--- config.mk ---
export PLATFORM = sky130hd
export DESIGN_NAME = json_token_writer
export DESIGN_NICKNAME = d
export VERILOG_FILES = /design/src/jtw_pkg.sv /design/src/jtw_datapath.sv /design/src/jtw_ctrl.sv /design/src/json_token_writer.sv
export SDC_FILE = /design/constraint.sdc
export NUM_CORES = 1
export LEC_CHECK = 0
export BUFFER_PORTS_ARGS = -buffer_cell sky130_fd_sc_hd__buf_4
export CELL_PAD_IN_SITES_DETAIL_PLACEMENT = 0
export CELL_PAD_IN_SITES_GLOBAL_PLACEMENT = 1
export CORE_UTILIZATION = 42
export CTS_CLUSTER_DIAMETER = 30
export DETAILED_ROUTE_END_ITERATION = 8
export PLACE_DENSITY_LB_ADDON = 0.1
export REMOVE_ABC_BUFFERS = 1
export SYNTH_ARGS = -nofsm -noshare
export SYNTH_HDL_FRONTEND = slang
export SYNTH_SLANG_ARGS = --single-unit
--- constraint.sdc ---
create_clock -name i_clk -period 3.3 [get_ports i_clk]
set_input_delay 0.66 -clock i_clk [delete_from_list [all_inputs] [get_ports i_clk]]
set_output_delay 0.66 -clock i_clk [all_outputs]
set_load 0.01 [all_outputs]
--- src/jtw_pkg.sv ---
// Shared types, codes and byte tables for the JSON token writer.
package jtw_pkg;

    localparam int DEF_MAX_DEPTH = 8;
    localparam int INDENT_CAP    = 32;
    localparam int SPC_W         = 6;
    localparam int IDX_W         = 3;

    typedef enum logic [3:0] {
        A_OBJ_BEGIN = 4'd0,
        A_OBJ_END   = 4'd1,
        A_ARR_BEGIN = 4'd2,
        A_ARR_END   = 4'd3,
        A_STR_BEGIN = 4'd4,
        A_STR_CHAR  = 4'd5,
        A_STR_END   = 4'd6,
        A_NULL      = 4'd7,
        A_TRUE      = 4'd8,
        A_FALSE     = 4'd9,
        A_RAW_CHAR  = 4'd10,
        A_RAW_END   = 4'd11
    } t_action;

    typedef enum logic [2:0] {
        ST_OK      = 3'd0,
        ST_KEY_POS = 3'd1,
        ST_BAD_OBJ = 3'd2,
        ST_BAD_ARR = 3'd3,
        ST_OVERFLOW = 3'd4
    } t_status;

    typedef enum logic [1:0] {
        SM_NONE = 2'd0,
        SM_VALUE = 2'd1,
        SM_KEY  = 2'd2,
        SM_RAW  = 2'd3
    } t_smode;

    typedef enum logic [2:0] {
        R_USES_NEWLINE  = 3'd0,
        R_OBJ_NEW_LINE  = 3'd1,
        R_ARR_NEW_LINE  = 3'd2,
        R_INDENT_WIDTH  = 3'd3,
        R_LEFT_SPACING  = 3'd4,
        R_RIGHT_SPACING = 3'd5,
        R_RIGHT_COMMA   = 3'd6,
        R_LINE_END      = 3'd7
    } t_cfg_reg;

    // Body of a token: the bytes written after any separator prefix
    typedef enum logic [3:0] {
        B_NONE,
        B_LBRACE,
        B_RBRACE,
        B_LBRACK,
        B_RBRACK,
        B_QUOTE,
        B_KEY_END,
        B_NULL,
        B_TRUE,
        B_FALSE,
        B_DATA,
        B_ESC
    } t_body;

    // Byte source for one emit command
    typedef enum logic [2:0] {
        E_NONE,
        E_LINE_END,
        E_SPACE,
        E_COMMA,
        E_RCOMMA,
        E_RSPACE,
        E_BODY
    } t_emit;

    // State update applied when an item finishes
    typedef enum logic [2:0] {
        C_NONE,
        C_OPEN_OBJ,
        C_OPEN_ARR,
        C_CLOSE,
        C_KEY_BEGIN,
        C_STR_BEGIN,
        C_KEY_END,
        C_VAL_END
    } t_op;

    localparam logic [7:0] CH_BSLASH = 8'h5C;
    localparam logic [7:0] CH_QUOTE  = 8'h22;
    localparam logic [7:0] CH_COLON  = 8'h3A;
    localparam logic [7:0] CH_COMMA  = 8'h2C;
    localparam logic [7:0] CH_SPACE  = 8'h20;
    localparam logic [7:0] CH_LBRACE = 8'h7B;
    localparam logic [7:0] CH_RBRACE = 8'h7D;
    localparam logic [7:0] CH_LBRACK = 8'h5B;
    localparam logic [7:0] CH_RBRACK = 8'h5D;
    localparam logic [7:0] CH_ZERO   = 8'h30;
    localparam logic [7:0] CH_U      = 8'h75;

    typedef struct packed {
        logic          load;
        t_emit         emit;
        t_body         body;
        logic [IDX_W-1:0] idx;
        logic          ind_load;
        logic          ind_dec;
        logic          finish;
        t_status       status;
        t_op           op;
    } t_dp_cmd;

    typedef struct packed {
        t_action action;
        t_smode  smode;
        logic    top_obj;
        logic    top_arr;
        logic    obj_at_value;
        logic    full;
        logic    not_empty;
        logic    need_nl;
        logic    need_comma;
        logic    need_rsp;
        logic    uses_nl;
        logic    obj_nl;
        logic    arr_nl;
        logic    body_last;
        logic    spc_zero;
        logic    out_free;
    } t_dp_stat;

    function automatic logic [7:0] hex_digit(input logic [3:0] d);
        logic [7:0] r;
        if (d < 4'd10)
            r = 8'h30 + {4'd0, d};
        else
            r = 8'h57 + {4'd0, d};
        return r;
    endfunction

    function automatic logic [2:0] esc_len(input logic [7:0] c);
        logic [2:0] n;
        case (c)
            8'h5C, 8'h22, 8'h0A, 8'h09, 8'h08, 8'h0C, 8'h0D: n = 3'd2;
            default: n = (c < 8'h20 || c == 8'h7F) ? 3'd6 : 3'd1;
        endcase
        return n;
    endfunction

    function automatic logic [7:0] esc_byte(input logic [7:0] c, input logic [IDX_W-1:0] idx);
        logic [2:0] n;
        logic [7:0] r;
        n = esc_len(c);
        if (n == 3'd1) begin
            r = c;
        end else if (idx == '0) begin
            r = CH_BSLASH;
        end else if (n == 3'd2) begin
            case (c)
                8'h0A:   r = 8'h6E;
                8'h09:   r = 8'h74;
                8'h08:   r = 8'h62;
                8'h0C:   r = 8'h66;
                8'h0D:   r = 8'h72;
                default: r = c;      // backslash and quote repeat themselves
            endcase
        end else begin
            case (idx)
                3'd1:    r = CH_U;
                3'd4:    r = hex_digit(c[7:4]);
                3'd5:    r = hex_digit(c[3:0]);
                default: r = CH_ZERO;
            endcase
        end
        return r;
    endfunction

    function automatic logic [2:0] body_len(input t_body k, input logic [7:0] c);
        logic [2:0] n;
        case (k)
            B_NONE:               n = 3'd0;
            B_KEY_END:            n = 3'd3;
            B_NULL, B_TRUE:       n = 3'd4;
            B_FALSE:              n = 3'd5;
            B_ESC:                n = esc_len(c);
            default:              n = 3'd1;
        endcase
        return n;
    endfunction

    function automatic logic [7:0] body_byte(input t_body k, input logic [IDX_W-1:0] idx,
                                             input logic [7:0] c, input logic [7:0] lsp);
        logic [7:0] r;
        r = 8'h00;
        case (k)
            B_LBRACE: r = CH_LBRACE;
            B_RBRACE: r = CH_RBRACE;
            B_LBRACK: r = CH_LBRACK;
            B_RBRACK: r = CH_RBRACK;
            B_QUOTE:  r = CH_QUOTE;
            B_KEY_END: begin
                case (idx)
                    3'd0:    r = CH_QUOTE;
                    3'd1:    r = lsp;
                    default: r = CH_COLON;
                endcase
            end
            B_NULL: begin
                case (idx)
                    3'd0:    r = 8'h6E;
                    3'd1:    r = 8'h75;
                    default: r = 8'h6C;
                endcase
            end
            B_TRUE: begin
                case (idx)
                    3'd0:    r = 8'h74;
                    3'd1:    r = 8'h72;
                    3'd2:    r = 8'h75;
                    default: r = 8'h65;
                endcase
            end
            B_FALSE: begin
                case (idx)
                    3'd0:    r = 8'h66;
                    3'd1:    r = 8'h61;
                    3'd2:    r = 8'h6C;
                    3'd3:    r = 8'h73;
                    default: r = 8'h65;
                endcase
            end
            B_DATA:   r = c;
            B_ESC:    r = esc_byte(c, idx);
            default:  r = 8'h00;
        endcase
        return r;
    endfunction

endpackage

--- src/jtw_datapath.sv ---
// Datapath: config registers, nesting stack, writer flags, indent counter, output stage.
module jtw_datapath import jtw_pkg::*; #(
    parameter int MAX_DEPTH = DEF_MAX_DEPTH
) (
    input  logic        i_clk,
    input  logic        i_rst_n,
    input  t_dp_cmd     i_cmd,
    output t_dp_stat    o_stat,
    input  logic [15:0] i_s_tdata,
    input  logic        i_cfg_we,
    input  logic [2:0]  i_cfg_idx,
    input  logic [7:0]  i_cfg_data,
    output logic        o_m_tvalid,
    input  logic        i_m_tready,
    output logic [15:0] o_m_tdata,
    output logic        o_m_tlast,
    output logic        o_m_tuser
);

    localparam int DW = $clog2(MAX_DEPTH + 1);
    localparam int AW = (MAX_DEPTH > 1) ? $clog2(MAX_DEPTH) : 1;

    // configuration
    logic       r_uses_nl, r_obj_nl, r_arr_nl;
    logic [2:0] r_indent_w;
    logic [7:0] r_lsp, r_rsp, r_rcomma, r_line_end;

    // writer state
    logic [MAX_DEPTH-1:0] r_stack;
    logic [DW-1:0]        r_depth;
    logic                 r_need_comma, r_need_rsp, r_need_nl, r_oav, r_not_empty;
    t_smode               r_smode;

    // current item
    t_action    r_action;
    logic [7:0] r_data;

    logic [SPC_W-1:0] r_spc;

    // one byte held back so that the final one can carry last
    logic       r_pend_valid;
    logic [7:0] r_pend;

    logic       r_out_valid, r_out_bv, r_out_last;
    logic [7:0] r_out_byte;
    t_status    r_out_status;

    logic [DW-1:0]   top_ptr, lvl;
    logic [AW-1:0]   top_idx, wr_idx;
    logic            top_kind;
    logic [DW+2:0]   prod;
    logic [SPC_W-1:0] n_spc;
    logic [7:0]      e_byte;
    logic            e_skip, do_emit, out_free;

    assign top_ptr  = r_depth - DW'(1);
    assign top_idx  = top_ptr[AW-1:0];
    assign wr_idx   = r_depth[AW-1:0];
    assign top_kind = r_stack[top_idx];
    assign out_free = !r_out_valid || i_m_tready;

    // indent length: level times width, saturated
    assign lvl   = i_cmd.ind_dec ? top_ptr : r_depth;
    assign prod  = (DW+3)'(lvl) * (DW+3)'(r_indent_w);
    assign n_spc = (prod > (DW+3)'(INDENT_CAP)) ? SPC_W'(INDENT_CAP) : SPC_W'(prod);

    always_comb begin
        e_byte = 8'h00;
        e_skip = 1'b0;
        case (i_cmd.emit)
            E_LINE_END: begin
                e_byte = r_line_end;
                e_skip = (r_line_end == 8'h00);
            end
            E_SPACE:  e_byte = CH_SPACE;
            E_COMMA:  e_byte = CH_COMMA;
            E_RCOMMA: begin
                e_byte = r_rcomma;
                e_skip = (r_rcomma == 8'h00);
            end
            E_RSPACE: begin
                e_byte = r_rsp;
                e_skip = (r_rsp == 8'h00);
            end
            E_BODY: begin
                e_byte = body_byte(i_cmd.body, i_cmd.idx, r_data, r_lsp);
                e_skip = (i_cmd.body == B_KEY_END) && (i_cmd.idx == IDX_W'(1))
                         && (r_lsp == 8'h00);
            end
            default: e_skip = 1'b1;
        endcase
    end

    assign do_emit = (i_cmd.emit != E_NONE) && !e_skip;

    always_comb begin
        o_stat.action       = r_action;
        o_stat.smode        = r_smode;
        o_stat.top_obj      = (r_depth != '0) && !top_kind;
        o_stat.top_arr      = (r_depth != '0) && top_kind;
        o_stat.obj_at_value = r_oav;
        o_stat.full         = (r_depth >= DW'(MAX_DEPTH));
        o_stat.not_empty    = r_not_empty;
        o_stat.need_nl      = r_need_nl;
        o_stat.need_comma   = r_need_comma;
        o_stat.need_rsp     = r_need_rsp;
        o_stat.uses_nl      = r_uses_nl;
        o_stat.obj_nl       = r_obj_nl;
        o_stat.arr_nl       = r_arr_nl;
        o_stat.body_last    = ({1'b0, i_cmd.idx} + 4'd1) == {1'b0, body_len(i_cmd.body, r_data)};
        o_stat.spc_zero     = (r_spc == '0);
        o_stat.out_free     = out_free;
    end

    // configuration writes
    always_ff @(posedge i_clk) begin
        if (!i_rst_n) begin
            r_uses_nl  <= 1'b1;
            r_obj_nl   <= 1'b0;
            r_arr_nl   <= 1'b0;
            r_indent_w <= 3'd4;
            r_lsp      <= 8'h00;
            r_rsp      <= 8'h20;
            r_rcomma   <= 8'h20;
            r_line_end <= 8'h0A;
        end else if (i_cfg_we) begin
            unique case (t_cfg_reg'(i_cfg_idx))
                R_USES_NEWLINE:  r_uses_nl  <= i_cfg_data[0];
                R_OBJ_NEW_LINE:  r_obj_nl   <= i_cfg_data[0];
                R_ARR_NEW_LINE:  r_arr_nl   <= i_cfg_data[0];
                R_INDENT_WIDTH:  r_indent_w <= i_cfg_data[2:0];
                R_LEFT_SPACING:  r_lsp      <= i_cfg_data;
                R_RIGHT_SPACING: r_rsp      <= i_cfg_data;
                R_RIGHT_COMMA:   r_rcomma   <= i_cfg_data;
                R_LINE_END:      r_line_end <= i_cfg_data;
                default: ;
            endcase
        end
    end

    // item latch and nesting stack (stack entries are written before read)
    always_ff @(posedge i_clk) begin
        if (i_cmd.load) begin
            r_action <= t_action'(i_s_tdata[3:0]);
            r_data   <= i_s_tdata[11:4];
        end
        if (i_cmd.finish && (i_cmd.op == C_OPEN_OBJ || i_cmd.op == C_OPEN_ARR))
            r_stack[wr_idx] <= (i_cmd.op == C_OPEN_ARR);
    end

    // writer flags, updated once per item when it finishes; indent counter loaded and counted down per space
    always_ff @(posedge i_clk) begin
        if (!i_rst_n) begin
            r_depth      <= '0;
            r_need_comma <= 1'b0;
            r_need_rsp   <= 1'b0;
            r_need_nl    <= 1'b0;
            r_oav        <= 1'b0;
            r_not_empty  <= 1'b0;
            r_smode      <= SM_NONE;
            r_spc        <= '0;
        end else begin
            if (i_cmd.ind_load)
                r_spc <= n_spc;
            else if (i_cmd.emit == E_SPACE)
                r_spc <= r_spc - SPC_W'(1);
            if (i_cmd.finish) begin
                case (i_cmd.op)
                    C_OPEN_OBJ, C_OPEN_ARR: begin
                        r_depth      <= r_depth + DW'(1);
                        r_not_empty  <= 1'b0;
                        r_need_nl    <= r_uses_nl;
                        r_need_comma <= 1'b0;
                        r_need_rsp   <= 1'b0;
                        if (i_cmd.op == C_OPEN_OBJ)
                            r_oav <= 1'b0;
                    end
                    C_CLOSE: begin
                        r_depth      <= top_ptr;
                        r_need_nl    <= 1'b0;
                        r_need_comma <= 1'b1;
                        r_oav        <= 1'b0;
                        r_not_empty  <= 1'b1;
                    end
                    C_KEY_BEGIN: begin
                        r_need_nl    <= 1'b0;
                        r_need_comma <= 1'b0;
                        r_smode      <= SM_KEY;
                    end
                    C_STR_BEGIN: begin
                        r_need_nl    <= 1'b0;
                        r_need_comma <= 1'b0;
                        r_need_rsp   <= 1'b0;
                        r_smode      <= (r_action == A_RAW_CHAR) ? SM_RAW : SM_VALUE;
                    end
                    C_KEY_END: begin
                        r_need_rsp <= 1'b1;
                        r_oav      <= 1'b1;
                        r_smode    <= SM_NONE;
                    end
                    C_VAL_END: begin
                        r_need_nl    <= 1'b0;
                        r_need_rsp   <= 1'b0;
                        r_need_comma <= 1'b1;
                        r_oav        <= 1'b0;
                        r_not_empty  <= 1'b1;
                        r_smode      <= SM_NONE;
                    end
                    default: ;
                endcase
            end
        end
    end

    // pending byte and output register
    always_ff @(posedge i_clk) begin
        if (!i_rst_n) begin
            r_pend_valid <= 1'b0;
            r_out_valid  <= 1'b0;
        end else begin
            if (r_out_valid && i_m_tready)
                r_out_valid <= 1'b0;
            if (do_emit) begin
                if (r_pend_valid) begin
                    r_out_valid  <= 1'b1;
                    r_out_byte   <= r_pend;
                    r_out_bv     <= 1'b1;
                    r_out_last   <= 1'b0;
                    r_out_status <= ST_OK;
                end
                r_pend       <= e_byte;
                r_pend_valid <= 1'b1;
            end
            if (i_cmd.finish) begin
                r_out_valid  <= 1'b1;
                r_out_last   <= 1'b1;
                r_out_bv     <= r_pend_valid;
                r_out_byte   <= r_pend_valid ? r_pend : 8'h00;
                r_out_status <= r_pend_valid ? ST_OK : i_cmd.status;
                r_pend_valid <= 1'b0;
            end
        end
    end

    assign o_m_tvalid = r_out_valid;
    assign o_m_tdata  = {5'd0, r_out_status, r_out_byte};
    assign o_m_tlast  = r_out_last;
    assign o_m_tuser  = r_out_bv;

endmodule

--- src/jtw_ctrl.sv ---
// Controller: decodes a token and sequences separator, indent and body bytes.
module jtw_ctrl import jtw_pkg::*; (
    input  logic     i_clk,
    input  logic     i_rst_n,
    input  logic     i_s_tvalid,
    output logic     o_s_tready,
    input  t_dp_stat i_stat,
    output t_dp_cmd  o_cmd
);

    typedef enum logic [3:0] {
        S_IDLE,
        S_DEC,
        S_NL,
        S_COMMA,
        S_COMMA2,
        S_RSP,
        S_CLOSE_NL,
        S_IND_END,
        S_IND_SP,
        S_BODY,
        S_FIN
    } t_state;

    t_state r_state, n_state, r_ret, n_ret;
    t_body  r_body, n_body;
    t_op    r_op, n_op;
    t_status r_status, n_status;
    logic [IDX_W-1:0] r_idx, n_idx;
    logic r_pre_nl, n_pre_nl, r_pre_comma, n_pre_comma, r_pre_rsp, n_pre_rsp;
    logic r_rsp_nl, n_rsp_nl, r_close_nl, n_close_nl, r_ind_dec, n_ind_dec;

    logic at_key, adv;

    assign at_key     = i_stat.top_obj && !i_stat.obj_at_value;
    assign adv        = i_stat.out_free;
    assign o_s_tready = (r_state == S_IDLE);

    always_comb begin
        n_state     = r_state;
        n_ret       = r_ret;
        n_body      = r_body;
        n_op        = r_op;
        n_status    = r_status;
        n_idx       = r_idx;
        n_pre_nl    = r_pre_nl;
        n_pre_comma = r_pre_comma;
        n_pre_rsp   = r_pre_rsp;
        n_rsp_nl    = r_rsp_nl;
        n_close_nl  = r_close_nl;
        n_ind_dec   = r_ind_dec;

        o_cmd         = '0;
        o_cmd.body    = r_body;
        o_cmd.idx     = r_idx;
        o_cmd.ind_dec = r_ind_dec;
        o_cmd.status  = r_status;
        o_cmd.op      = r_op;

        unique case (r_state)
            S_IDLE: begin
                if (i_s_tvalid) begin
                    o_cmd.load = 1'b1;
                    n_state    = S_DEC;
                end
            end
            S_DEC: begin
                n_body      = B_NONE;
                n_op        = C_NONE;
                n_status    = ST_OK;
                n_idx       = '0;
                n_pre_nl    = 1'b0;
                n_pre_comma = 1'b0;
                n_pre_rsp   = 1'b0;
                n_rsp_nl    = 1'b0;
                n_close_nl  = 1'b0;
                n_ind_dec   = 1'b0;
                n_state     = S_NL;
                if (i_stat.smode == SM_VALUE || i_stat.smode == SM_KEY) begin
                    if (i_stat.action == A_STR_CHAR) begin
                        n_body = B_ESC;
                    end else if (i_stat.action == A_STR_END) begin
                        n_body = (i_stat.smode == SM_KEY) ? B_KEY_END : B_QUOTE;
                        n_op   = (i_stat.smode == SM_KEY) ? C_KEY_END : C_VAL_END;
                    end
                end else if (i_stat.smode == SM_RAW) begin
                    if (i_stat.action == A_RAW_CHAR)
                        n_body = B_DATA;
                    else if (i_stat.action == A_RAW_END)
                        n_op = C_VAL_END;
                end else begin
                    case (i_stat.action)
                        A_OBJ_BEGIN, A_ARR_BEGIN: begin
                            if (at_key) begin
                                n_status = ST_KEY_POS;
                            end else if (i_stat.full) begin
                                n_status = ST_OVERFLOW;
                            end else begin
                                n_pre_nl    = 1'b1;
                                n_pre_comma = 1'b1;
                                n_pre_rsp   = 1'b1;
                                if (i_stat.action == A_OBJ_BEGIN) begin
                                    n_rsp_nl = i_stat.uses_nl && i_stat.obj_nl;
                                    n_body   = B_LBRACE;
                                    n_op     = C_OPEN_OBJ;
                                end else begin
                                    n_rsp_nl = i_stat.uses_nl && i_stat.arr_nl;
                                    n_body   = B_LBRACK;
                                    n_op     = C_OPEN_ARR;
                                end
                            end
                        end
                        A_OBJ_END: begin
                            if (!i_stat.top_obj || i_stat.obj_at_value) begin
                                n_status = ST_BAD_OBJ;
                            end else begin
                                n_close_nl = i_stat.not_empty && i_stat.uses_nl;
                                n_ind_dec  = 1'b1;
                                n_body     = B_RBRACE;
                                n_op       = C_CLOSE;
                            end
                        end
                        A_ARR_END: begin
                            if (!i_stat.top_arr) begin
                                n_status = ST_BAD_ARR;
                            end else begin
                                n_close_nl = i_stat.not_empty && i_stat.uses_nl;
                                n_ind_dec  = 1'b1;
                                n_body     = B_RBRACK;
                                n_op       = C_CLOSE;
                            end
                        end
                        A_STR_BEGIN: begin
                            n_pre_nl    = 1'b1;
                            n_pre_comma = 1'b1;
                            n_pre_rsp   = !at_key;
                            n_body      = B_QUOTE;
                            n_op        = at_key ? C_KEY_BEGIN : C_STR_BEGIN;
                        end
                        A_NULL, A_TRUE, A_FALSE, A_RAW_CHAR, A_RAW_END: begin
                            if (at_key) begin
                                n_status = ST_KEY_POS;
                            end else begin
                                n_pre_nl    = 1'b1;
                                n_pre_comma = 1'b1;
                                n_pre_rsp   = 1'b1;
                                case (i_stat.action)
                                    A_NULL: begin
                                        n_body = B_NULL;
                                        n_op   = C_VAL_END;
                                    end
                                    A_TRUE: begin
                                        n_body = B_TRUE;
                                        n_op   = C_VAL_END;
                                    end
                                    A_FALSE: begin
                                        n_body = B_FALSE;
                                        n_op   = C_VAL_END;
                                    end
                                    A_RAW_CHAR: begin
                                        n_body = B_DATA;
                                        n_op   = C_STR_BEGIN;
                                    end
                                    default: n_op = C_VAL_END;
                                endcase
                            end
                        end
                        default: ;
                    endcase
                end
            end
            S_NL: begin
                if (adv) begin
                    if (r_pre_nl && i_stat.need_nl) begin
                        n_ret   = S_COMMA;
                        n_state = S_IND_END;
                    end else begin
                        n_state = S_COMMA;
                    end
                end
            end
            S_COMMA: begin
                if (adv) begin
                    if (r_pre_comma && i_stat.need_comma) begin
                        o_cmd.emit = E_COMMA;
                        n_state    = S_COMMA2;
                    end else begin
                        n_state = S_RSP;
                    end
                end
            end
            S_COMMA2: begin
                if (adv) begin
                    if (i_stat.uses_nl) begin
                        n_ret   = S_RSP;
                        n_state = S_IND_END;
                    end else begin
                        o_cmd.emit = E_RCOMMA;
                        n_state    = S_RSP;
                    end
                end
            end
            S_RSP: begin
                if (adv) begin
                    if (r_pre_rsp && i_stat.need_rsp && r_rsp_nl) begin
                        n_ret   = S_CLOSE_NL;
                        n_state = S_IND_END;
                    end else begin
                        if (r_pre_rsp && i_stat.need_rsp)
                            o_cmd.emit = E_RSPACE;
                        n_state = S_CLOSE_NL;
                    end
                end
            end
            S_CLOSE_NL: begin
                if (adv) begin
                    if (r_close_nl) begin
                        n_ret   = S_BODY;
                        n_state = S_IND_END;
                    end else begin
                        n_state = S_BODY;
                    end
                end
            end
            S_IND_END: begin
                if (adv) begin
                    o_cmd.emit     = E_LINE_END;
                    o_cmd.ind_load = 1'b1;
                    n_state        = S_IND_SP;
                end
            end
            S_IND_SP: begin
                if (adv) begin
                    if (i_stat.spc_zero)
                        n_state = r_ret;
                    else
                        o_cmd.emit = E_SPACE;
                end
            end
            S_BODY: begin
                if (adv) begin
                    if (r_body == B_NONE) begin
                        n_state = S_FIN;
                    end else begin
                        o_cmd.emit = E_BODY;
                        if (i_stat.body_last)
                            n_state = S_FIN;
                        else
                            n_idx = r_idx + IDX_W'(1);
                    end
                end
            end
            S_FIN: begin
                if (adv) begin
                    o_cmd.finish = 1'b1;
                    n_state      = S_IDLE;
                end
            end
            default: n_state = S_IDLE;
        endcase
    end

    always_ff @(posedge i_clk) begin
        if (!i_rst_n) begin
            r_state     <= S_IDLE;
            r_ret       <= S_IDLE;
            r_body      <= B_NONE;
            r_op        <= C_NONE;
            r_status    <= ST_OK;
            r_idx       <= '0;
            r_pre_nl    <= 1'b0;
            r_pre_comma <= 1'b0;
            r_pre_rsp   <= 1'b0;
            r_rsp_nl    <= 1'b0;
            r_close_nl  <= 1'b0;
            r_ind_dec   <= 1'b0;
        end else begin
            r_state     <= n_state;
            r_ret       <= n_ret;
            r_body      <= n_body;
            r_op        <= n_op;
            r_status    <= n_status;
            r_idx       <= n_idx;
            r_pre_nl    <= n_pre_nl;
            r_pre_comma <= n_pre_comma;
            r_pre_rsp   <= n_pre_rsp;
            r_rsp_nl    <= n_rsp_nl;
            r_close_nl  <= n_close_nl;
            r_ind_dec   <= n_ind_dec;
        end
    end

endmodule

--- src/json_token_writer.sv ---
// JSON token writer top level: one token per input transfer, at most one output byte per result.
// The single byte sequencer in the controller takes a new item only once the last one is
// finished, and walks one byte per cycle while the output register is free to accept it.
// Reset (synchronous, i_rst_n low) restores the register defaults and the root state.
module json_token_writer import jtw_pkg::*; #(
    parameter int MAX_DEPTH = DEF_MAX_DEPTH
) (
    input  logic        i_clk,
    input  logic        i_rst_n,
    // slave side: [3:0] action, [11:4] data_byte, [15:12] zero
    input  logic        i_s_tvalid,
    output logic        o_s_tready,
    input  logic [15:0] i_s_tdata,
    // master side: [7:0] out_byte, [10:8] status, [15:11] zero
    output logic        o_m_tvalid,
    input  logic        i_m_tready,
    output logic [15:0] o_m_tdata,
    output logic        o_m_tlast,
    // master side user bits: [0] byte_valid
    output logic        o_m_tuser,
    // configuration write port
    input  logic        i_cfg_we,
    input  logic [2:0]  i_cfg_idx,
    input  logic [7:0]  i_cfg_data
);

    // Controller decides what to write; datapath holds the writer state, configuration and the output register.
    t_dp_cmd  cmd;
    t_dp_stat stat;

    jtw_ctrl u_ctrl (
        .i_clk      (i_clk),
        .i_rst_n    (i_rst_n),
        .i_s_tvalid (i_s_tvalid),
        .o_s_tready (o_s_tready),
        .i_stat     (stat),
        .o_cmd      (cmd)
    );

    // Bytes pass through a one-deep hold stage so the final byte can carry tlast;
    // the output register decouples the master side from the sequencer.
    jtw_datapath #(
        .MAX_DEPTH (MAX_DEPTH)
    ) u_dp (
        .i_clk      (i_clk),
        .i_rst_n    (i_rst_n),
        .i_cmd      (cmd),
        .o_stat     (stat),
        .i_s_tdata  (i_s_tdata),
        .i_cfg_we   (i_cfg_we),
        .i_cfg_idx  (i_cfg_idx),
        .i_cfg_data (i_cfg_data),
        .o_m_tvalid (o_m_tvalid),
        .i_m_tready (i_m_tready),
        .o_m_tdata  (o_m_tdata),
        .o_m_tlast  (o_m_tlast),
        .o_m_tuser  (o_m_tuser)
    );

endmodule

Word level (Yosys, flattened, before mapping). Index checks and enable logic that the tools add are counted.

$add $sub $neg: 9. Multiply operators: 1. Div/mod/pow operators: 0. $lt $le $gt $ge: 8. Equality and inequality tests: 90. Shifts and indexed selects: 0. Multiplexer cells: 167. Bitwise logic cells: 1. Reductions and logical operators: 83.

Operators with widths (number): two-way mux 4 bit (31); two-way mux 3 bit (35); one-hot mux 8 bit (11 select lines) (1); two-way mux 8 bit (9); == test 4 x 3 -> 1 bit (second input constant) (12); one-hot mux 8 bit (6 select lines) (1); == test 4 bit (second input constant) (11); two-way mux 1 bit (44); one-hot mux 4 bit (11 select lines) (1); == test 8 x 4 -> 1 bit (second input constant) (5); one-hot mux 8 bit (5 select lines) (1); == test 3 bit (second input constant) (13); zero test 8 bit (4); one-hot mux 4 bit (4 select lines) (2); one-hot mux 3 bit (5 select lines) (2); AND reduction 2 bit (15); != test 2 x 1 -> 1 bit (second input constant) (14); == test 3 x 2 -> 1 bit (second input constant) (9); two-way mux 2 bit (13); == test 4 x 2 -> 1 bit (second input constant) (6); one-hot mux 8 bit (3 select lines) (1); one-hot mux 4 bit (5 select lines) (1); one-hot mux 5 bit (4 select lines) (1); two-way mux 6 bit (3); 55 further kinds (124).

Register bits after elaboration: 124. Bits in latches: 0. RAM bits: 0. Bits in read-only memories: 0. Input port bits: 32. Output and inout port bits: 20. Logic and storage cells: 396. Memories: 0.

Logic depth before layout (Yosys ltp). Gate-level depths: netlist of the first run.

Depth after elaboration: 13. Mapped depth: 18. Mapped depth without buffers: 17.

Modules after synthesis. From an unflattened synthesis of the first run, not the netlist that was laid out.

Cells, all modules: 975. Area, all modules: 8192.9 sq um.

Modules (own cells, without submodules): jtw_datapath (times used 1, cells each 713, area each 6246.0 sq um, sequential area each 2372.3 sq um); jtw_ctrl (times used 1, cells each 262, area each 1946.9 sq um, sequential area each 520.5 sq um).

Worst setup path before layout of the first run. Ideal clock, no wire load.

Path kind: register to register. Start point: register u_dp.r_depth[1]. End point: register u_dp.r_spc[2]. Library setup time: 0.128 ns. Arrival time: 3.347 ns. Data required time: 3.172 ns. Slack: -0.174 ns. Cell stages (with the launch flop): 17. Path buffers: 1. Period minus slack after synthesis: 3.474 ns. Path through: dfxtp_1 clkbuf_1 inv_1 ha_1 a21oi_1 nand2_1 fa_1 inv_1 ha_1 inv_1 fa_1 xor2_1 and4_1 o21ai_0 o22ai_1 a22oi_1 nor2_1.

Word-level cells in the longest chain between the ends: 6.

Ends and longest elaborated chain: start, declared (RTL line jtw_datapath.sv:30) `logic [DW-1:0] r_depth;`; start signal, assigned (RTL line jtw_datapath.sv:170) `r_depth <= r_depth + DW'(1);`; start signal, assigned (RTL line jtw_datapath.sv:179) `r_depth <= top_ptr;`; subtractor 4 x 1 -> 4 bit (RTL line jtw_datapath.sv:56) `assign top_ptr = r_depth - DW'(1);`; two-way mux 4 bit * (RTL line jtw_datapath.sv:63) `assign lvl = i_cmd.ind_dec ? top_ptr : r_depth;`; multiplier 4 x 3 -> 7 bit * (RTL line jtw_datapath.sv:64) `assign prod = (DW+3)'(lvl) * (DW+3)'(r_indent_w);`; > comparator 7 x 6 -> 1 bit (RTL line jtw_datapath.sv:65) `assign n_spc = (prod > (DW+3)'(INDENT_CAP)) ? SPC_W'(INDENT_CAP) : SPC_W'(prod);`; two-way mux 6 bit * (RTL line jtw_datapath.sv:65); two-way mux 6 bit * (RTL line jtw_datapath.sv:163) `if (i_cmd.ind_load)`; end signal, assigned (RTL line jtw_datapath.sv:164) `r_spc <= n_spc;`; end signal, assigned (RTL line jtw_datapath.sv:166) `r_spc <= r_spc - SPC_W'(1);`; end, declared (RTL line jtw_datapath.sv:38) `logic [SPC_W-1:0] r_spc;`.

Mark *: on every way between the ends. The rest lies on a longest branch, timed or not. A chain may end at the register's enable or synchronous reset.

Final worst setup path of the first run.
Start point: register u_dp.r_depth[1]. End point: register u_dp.r_spc[3].

Same word-level chain as after synthesis.

==> results.cfg, run 1 <==
[outcome]
status = finished clean

[global_routing]
antenna_found_initial = 0
grt_overflow = 0
grt_pass1_vias = 6788
grt_max_degree = 52
grtUsageTotal_pct = 24.1
grt_pass1_wl_um = 35300

[setup_path]
cp-start-kind = register
cpMaxStageDelayCell = fa_1
end_kind = register
r2r.worst_path.cells = 16
r2r-end = u_dp.r_spc[3]$_SDFFE_PN0P_
slowest_delay_ns = 0.57
critPathRequiredTime_ns = 3.65
path_max_fanout = 9
crit-reg2reg-launch = u_dp.r_depth[1]$_SDFFE_PN0P_
worst-r2r-setup-slack_ns = 0.15
crit_chain = buf_6 -> nor3_2 -> nand2_1 -> xor2_2 -> nand2b_4 -> fa_1 -> inv_1 -> ha_1 -> a21o_1 -> a21oi_2 -> xor2_1 -> o21ai_1 -> buf_4 -> nor2_2 -> o21ai_0 -> a21oi_1
worst-setup-path-type = register to register
cp.arrival_ns = 3.50

[clocking]
numClockSinks = 124
cts.root.buffer_cell = clkbuf_16
clk_latency_ns = 0.42
hold_buffers = 0
numCtsBuffers = 17
clk_path_buf_depth = 2
cts_tree = done
cts_htree_levels = 4
path_clk_slew_ns = 0.06

[sta]
skew_ns = 0.00732
setup_viol = 0
tightest_slew_ns = 0.838
max_freq_mhz = 318
slew_viol_final = 0
min_period_over_period_pct = 95.4
hold_violations = 0
min_period_ns = 3.15
fin_ws_ns = 0.152
fin_tns_setup_ns = 0
slew-limit-headroom_pct = 43.8

[worst_hold_path]
min_path_type = primary input to register
min_to = u_dp.r_data[6]$_DFFE_PP_
hold_depth = 1
hold_start = i_s_tdata[10]

[floorplanning]
core.rowCount = 49
dieArea_mm2 = 0.0190
die_h_um = 138
core-area_mm2 = 0.0180
start_util_pct = 43.0
die_w_um = 138
pin_count = 52

[power]
powerDensity_mw_per_mm2 = 644
cellLeakagePower_nw = 3.46
clockPowerShare_pct = 35.3
vdd_ir_drop_max_v = 0.000452
switching_power_mw = 2.08
pwr-share-comb_pct = 30.9
p_int_mw = 3.85
pwr-share-seq_pct = 33.7
swShare_pct = 35.1

[synth]
synth_area_leaders = dfxtp_1 21%, edfxtp_1 16%, nand2_1 6.0%
synth_cell_types = 85
synth_edf_count = 41
yosys_warnings = 0
synthMuxAreaShare_pct = 3.30
synth-async-reset-ratio_pct = 0
syn_area_per_cell_um2 = 8.19
synth_compound_area_share_pct = 21.2
synth_top_family_by_area = simple AND/OR/NAND/NOR gates
synth_top_area_cell = dfxtp_1
ys_ff_latch = 124
syn_area_mm2 = 0.00774
synthCells = 945
synth_ff_type = dfxtp_1
yosysTopAreaCellShare_pct = 21.5
synthSimpleGateAreaFrac_pct = 25.8
synth-xor-area-share_pct = 1.81
synth_adder_area_share_pct = 5.30
yosysSeqAreaShare_pct = 37.4

[final_layout]
regArea_mm2 = 0.00289
areaGrowthSynthToFinish_pct = 18.8
n_fill_cell = 1736
multiInputGateArea_mm2 = 0.00452
drive_above_1_share_pct = 15.5
final_nets = 1060
diodes = 0

[route]
first_pass_iters = 7
vias = 7255
drcViolationCount = 0
antenna_left = 0
drtIter0Drc = 506
viasPerCell = 5.86
routed_wl_um = 22400
routedWlPerCell_um = 18.1

[flow_run]
max-cap-violations = 0

[place]
dp_slack_ns = -0.00828
port_buffers = 42
place_hpwl_um = 16200
place.gp.congestion = 0.904
## registers in the layout (all words and copies together), names as in the netlist, 4 cells and up
signal           cells
u_dp.r_data          8
u_dp.r_line_end      8
u_dp.r_lsp           8
u_dp.r_out_byte      8
u_dp.r_pend          8
u_dp.r_rcomma        8
u_dp.r_rsp           8
u_dp.r_stack         8
u_dp.r_spc           6
u_ctrl.r_body        4
u_ctrl.r_ret         4
u_ctrl.r_state       4
u_dp.r_action        4
u_dp.r_depth         4
## critical path: cells and delay by family, from the launching register on
family / cells / cell delay, ns
xor gates and xnor gates: 2 / 0.39
DFF: 1 / 0.32
and+or+nand+nor: 4 / 0.50
AOI/OAI and AO/OA: 5 / 0.66
buffers and inverters: 3 / 0.36
adders and majority gates: 2 / 0.85
## cells by family (layout without fill, tap and decap cells)
logic type               Yosys count  in the layout
XOR/XNOR                          16             16
adder cells (fa/ha/maj)           31             31
flip-flops                       124            124
buffers and inverters             96            157
AO/OA/AOI/OAI                    255            255
AND/OR/NAND/NOR                  400            400
multiplexers                      22             22
other                              1              5
## metal layers
metal / routed length, µm / global-route usage, % / up-vias / share of wire, %
met5: 0 / 0 / - / 0
met4: 261 / 7.07 / 0 / 1.2
met3: 1110 / 3.79 / 23 / 5.0
met2: 10900 / 41.0 / 225 / 49
met1: 10100 / 31.5 / 3484 / 45
li1: - / - / 3523 / -
## how the worst max path moves through the flow
stage	start	to	slack, ns	cells after the start
3_3_place_gp	u_dp.r_depth[0]$_SDFFE_PN0P_	u_dp.r_spc[2]$_SDFFE_PN0P_	0.07	16
5_1_grt	u_dp.r_depth[1]$_SDFFE_PN0P_	u_dp.r_spc[2]$_SDFFE_PN0P_	-0.06	16
4_1_cts	u_dp.r_depth[1]$_SDFFE_PN0P_	u_dp.r_spc[2]$_SDFFE_PN0P_	0.04	16
6_report	u_dp.r_depth[1]$_SDFFE_PN0P_	u_dp.r_spc[3]$_SDFFE_PN0P_	0.15	16
2_1_floorplan	u_dp.r_depth[0]$_SDFFE_PN0P_	u_dp.r_spc[2]$_SDFFE_PN0P_	-0.18	15
3_5_place_dp	u_dp.r_depth[1]$_SDFFE_PN0P_	u_dp.r_spc[2]$_SDFFE_PN0P_	-0.008	16
## cells in the mapped netlist, types with 22 or more instances
master and count:
edfxtp_1 41, clkbuf_1 42, nand3_1 26, nand2_1 124, o21ai_0 57, nor3_1 29, nand2b_1 22, a21oi_1 85
nor2_1 85, ha_1 28, inv_1 33, nor2b_1 28, dfxtp_1 83
## final cells by class
class / instances / share of cell area (%)
flip-flops and latches: 124 / 31.5
clock buffers: 22 / 5.74
well taps: 229 / 3.11
repair buffers: 89 / 7.48
multi-input cells: 729 / 49.2
clock inverters: 10 / 1.58
inverters: 36 / 1.47
## metrics by stage
stage / cells / power [mW] / util, % / hold WS [ns] / cell area (µm²)
after floorplan: 889 / 3.13 / - / 0.427 / 7490
after global placement: 1205 / 3.79 / 46.8 / 0.440 / 8440
after detailed placement: 1205 / 3.83 / 46.8 / 0.443 / 8440
after CTS: 1237 / 5.92 / 50.6 / 0.398 / 9120
after global routing: 1239 / 6.25 / 51.0 / 0.397 / 9200
final: 1239 / 5.93 / 51.0 / 0.414 / 9200
## layout by cell type (no fill, tap or decap), types with 7 or more instances in the layout
cell,netlist,final
and2_1,12,12
nand2_1,124,124
nor2b_1,28,28
nand4_1,11,11
nand2b_1,22,21
or3_1,9,9
nor4_1,13,13
a21oi_1,85,83
nor2_1,85,84
a31oi_1,16,16
ha_1,28,27
mux2i_1,17,17
and3_1,8,8
o21ai_0,57,56
inv_1,33,32
edfxtp_1,41,41
buf_4,6,86
nor3_1,29,28
nand3_1,26,26
a22o_1,7,7
dfxtp_1,83,82
clkbuf_16,0,20
xnor2_1,11,10
a22oi_1,9,9
## power groups by stage
stage | logic (mW) | registers (mW) | clock network [mW]
6_report | 1.83 | 2.00 | 2.10
5_1_grt | 2.03 | 2.03 | 2.19
4_1_cts | 1.81 | 2.00 | 2.11
3_5_place_dp | 1.80 | 2.03 | 0
3_3_place_gp | 1.77 | 2.02 | 0
2_1_floorplan | 1.09 | 2.05 | 0
## timing repair
item	4_1_cts	5_1_grt
pin swaps	0	8
endpoints found under the hold margin	0	0
setup buffers	0	2
endpoints found under the setup margin	1	4
resized for setup	1	14
Note: power is estimated with default switching activity, not from simulation.
==> run 2: changes to the inputs <==
==> constraint.sdc (replaced) <==
create_clock -name i_clk -period 3.3 [get_ports i_clk]
set_input_delay 0.165 -clock i_clk [delete_from_list [all_inputs] [get_ports i_clk]]
set_output_delay 0.165 -clock i_clk [all_outputs]
set_load 0.01 [all_outputs]
==> run 2 against run 1 <==
Wire length up 0.50%; critical path depth up 1; die area is the same; sequential cell count is the same; largest cell class unchanged.
==> results.cfg, run 2 (synthesis results as in run 1) <==
[global_routing]
grt_overflow = 0
grt_pass1_wl_um = 35100
grt_pass1_vias = 6780
grtUsageTotal_pct = 24.2
grt_max_degree = 52
antenna_found_initial = 0

[setup_path]
worst-r2r-setup-slack_ns = 0.18
worst-setup-path-type = register to register
crit_top_cell = inv_1
crit_buf_inv = 4
end_kind = register
cp.arrival_ns = 3.41
crit_chain = inv_2 -> ha_4 -> nand2_2 -> xnor2_2 -> nand2_1 -> fa_1 -> inv_1 -> ha_2 -> inv_1 -> fa_2 -> xor2_2 -> and4_1 -> o21ai_1 -> buf_4 -> o22ai_1 -> a22oi_1 -> nor2_1
cp-start-kind = register
slowest_delay_ns = 0.45
path_max_fanout = 4
r2r.worst_path.cells = 17
critical-path-top-delay-family = adder cells
cpMaxStageDelayCell = fa_1
critPathRequiredTime_ns = 3.59
r2r-end = u_dp.r_spc[2]$_SDFFE_PN0P_
crit-reg2reg-launch = u_dp.r_depth[0]$_SDFFE_PN0P_

[flow_run]
max-cap-violations = 0

[worst_hold_path]
hold_start = i_cfg_data[5]
min_to = u_dp.r_rcomma[5]$_SDFFE_PN1P_
hold_depth = 3
min_path_type = primary input to register

[floorplanning]
die_w_um = 138
core.rowCount = 49
core-area_mm2 = 0.0180
dieArea_mm2 = 0.0190
pin_count = 52
start_util_pct = 43.0
die_h_um = 138

[final_layout]
areaGrowthSynthToFinish_pct = 19.5
drive_above_1_share_pct = 15.3
layout_common_cells = 123 x nand2_1, 84 x nor2_1, 84 x buf_4
final_nets = 1069
n_fill_cell = 1686
final_util_pct = 51.3
mostFrequentLayoutCell = nand2_1
multiInputGateArea_mm2 = 0.00456
regArea_mm2 = 0.00290
diodes = 0

[power]
cellLeakagePower_nw = 3.45
powerDensity_mw_per_mm2 = 624
vdd_ir_drop_max_v = 0.000454

[clocking]
clk_latency_ns = 0.42
path_clk_slew_ns = 0.06
clk_path_buf_depth = 2
cts_htree_levels = 4
cts.root.buffer_cell = clkbuf_16
cts_tree = done
numCtsBuffers = 17
numClockSinks = 124

[route]
antenna_left = 0
vias = 7285
drcViolationCount = 0
viasPerCell = 5.84
first_pass_iters = 7
routedWlPerCell_um = 18.0
routed_wl_um = 22500
drtIter0Drc = 654

[place]
port_buffers = 42
place_hpwl_um = 16100
place.gp.congestion = 0.914
dp_slack_ns = -0.0363

[sta]
fin_ws_ns = 0.183
min_period_ns = 3.12
tightest_slew_ns = 0.769
max_freq_mhz = 321
skew_ns = 0.0105
slew_viol_final = 0
slew-limit-headroom_pct = 48.5
min_period_over_period_pct = 94.5
hold_violations = 0
setup_viol = 0

[outcome]
status = finished clean
## run 2: layout make-up
type                            instances  share of cell area, %
Sequential cell                       124                   31.3
Clock buffer                           20                   4.72
Timing Repair Buffer                   98                   8.34
Tap cell                              229                   3.10
Multi-Input combinational cell        729                   49.2
Inverter                               36                   1.46
Clock inverter                         12                   1.85
## run 2: worst max path at each step
stage                                       from                         end  slack, ns  cells past startpoint
CTS                 u_dp.r_depth[1]$_SDFFE_PN0P_  u_dp.r_spc[2]$_SDFFE_PN0P_       0.01                     17
global route        u_dp.r_depth[0]$_SDFFE_PN0P_  u_dp.r_spc[2]$_SDFFE_PN0P_     -0.003                     17
global placement    u_dp.r_depth[0]$_SDFFE_PN0P_  u_dp.r_spc[2]$_SDFFE_PN0P_       0.10                     16
floorplan           u_dp.r_depth[0]$_SDFFE_PN0P_  u_dp.r_spc[2]$_SDFFE_PN0P_      -0.18                     15
finish              u_dp.r_depth[0]$_SDFFE_PN0P_  u_dp.r_spc[2]$_SDFFE_PN0P_       0.18                     17
detailed placement  u_dp.r_depth[1]$_SDFFE_PN0P_  u_dp.r_spc[2]$_SDFFE_PN0P_      -0.04                     17
## run 2: repair_timing
action / CTS / global route
hold buffers: 13 / 0
buffers inserted: 0 / 4
gates resized for setup: 2 / 23
endpoints found under the setup margin: 2 / 5
endpoints found under the hold margin: 13 / 0
pin swaps: 0 / 9
## run 2: worst min-delay path, delay by kind of cell
| kind | cells | cell delay, ns |
|---|---|---|
| and+or+nand+nor | 2 | 0.12 |
| buffers and inverters | 1 | 0.12 |
## run 2: metrics by stage
stage	hold WS, ns	instance area (µm²)	instances	total power, mW	setup TNS [ns]
floorplan	0.227	7490	889	3.13	-0.405
global placement	0.344	8390	1199	3.77	0
detailed placement	0.345	8390	1199	3.81	-0.0363
CTS	0.00528	9140	1244	5.78	0
global route	0.0173	9260	1248	6.08	-0.00316
finish	0.0169	9260	1248	5.78	0
## run 2: power breakdown
| part | internal, mW | switching, mW |
|---|---|---|
| sequential | 1.75 | 0.283 |
| clock | 1.26 | 0.692 |
| combinational | 0.724 | 1.07 |
## run 2: layer usage
metal | GRT usage (%) | up-vias | wire, µm
li1 | - | 3537 | -
met5 | 0 | - | 0
met1 | 31.5 | 3492 | 10000
met2 | 40.6 | 223 | 11000
met3 | 3.68 | 33 | 1030
met4 | 8.51 | 0 | 464
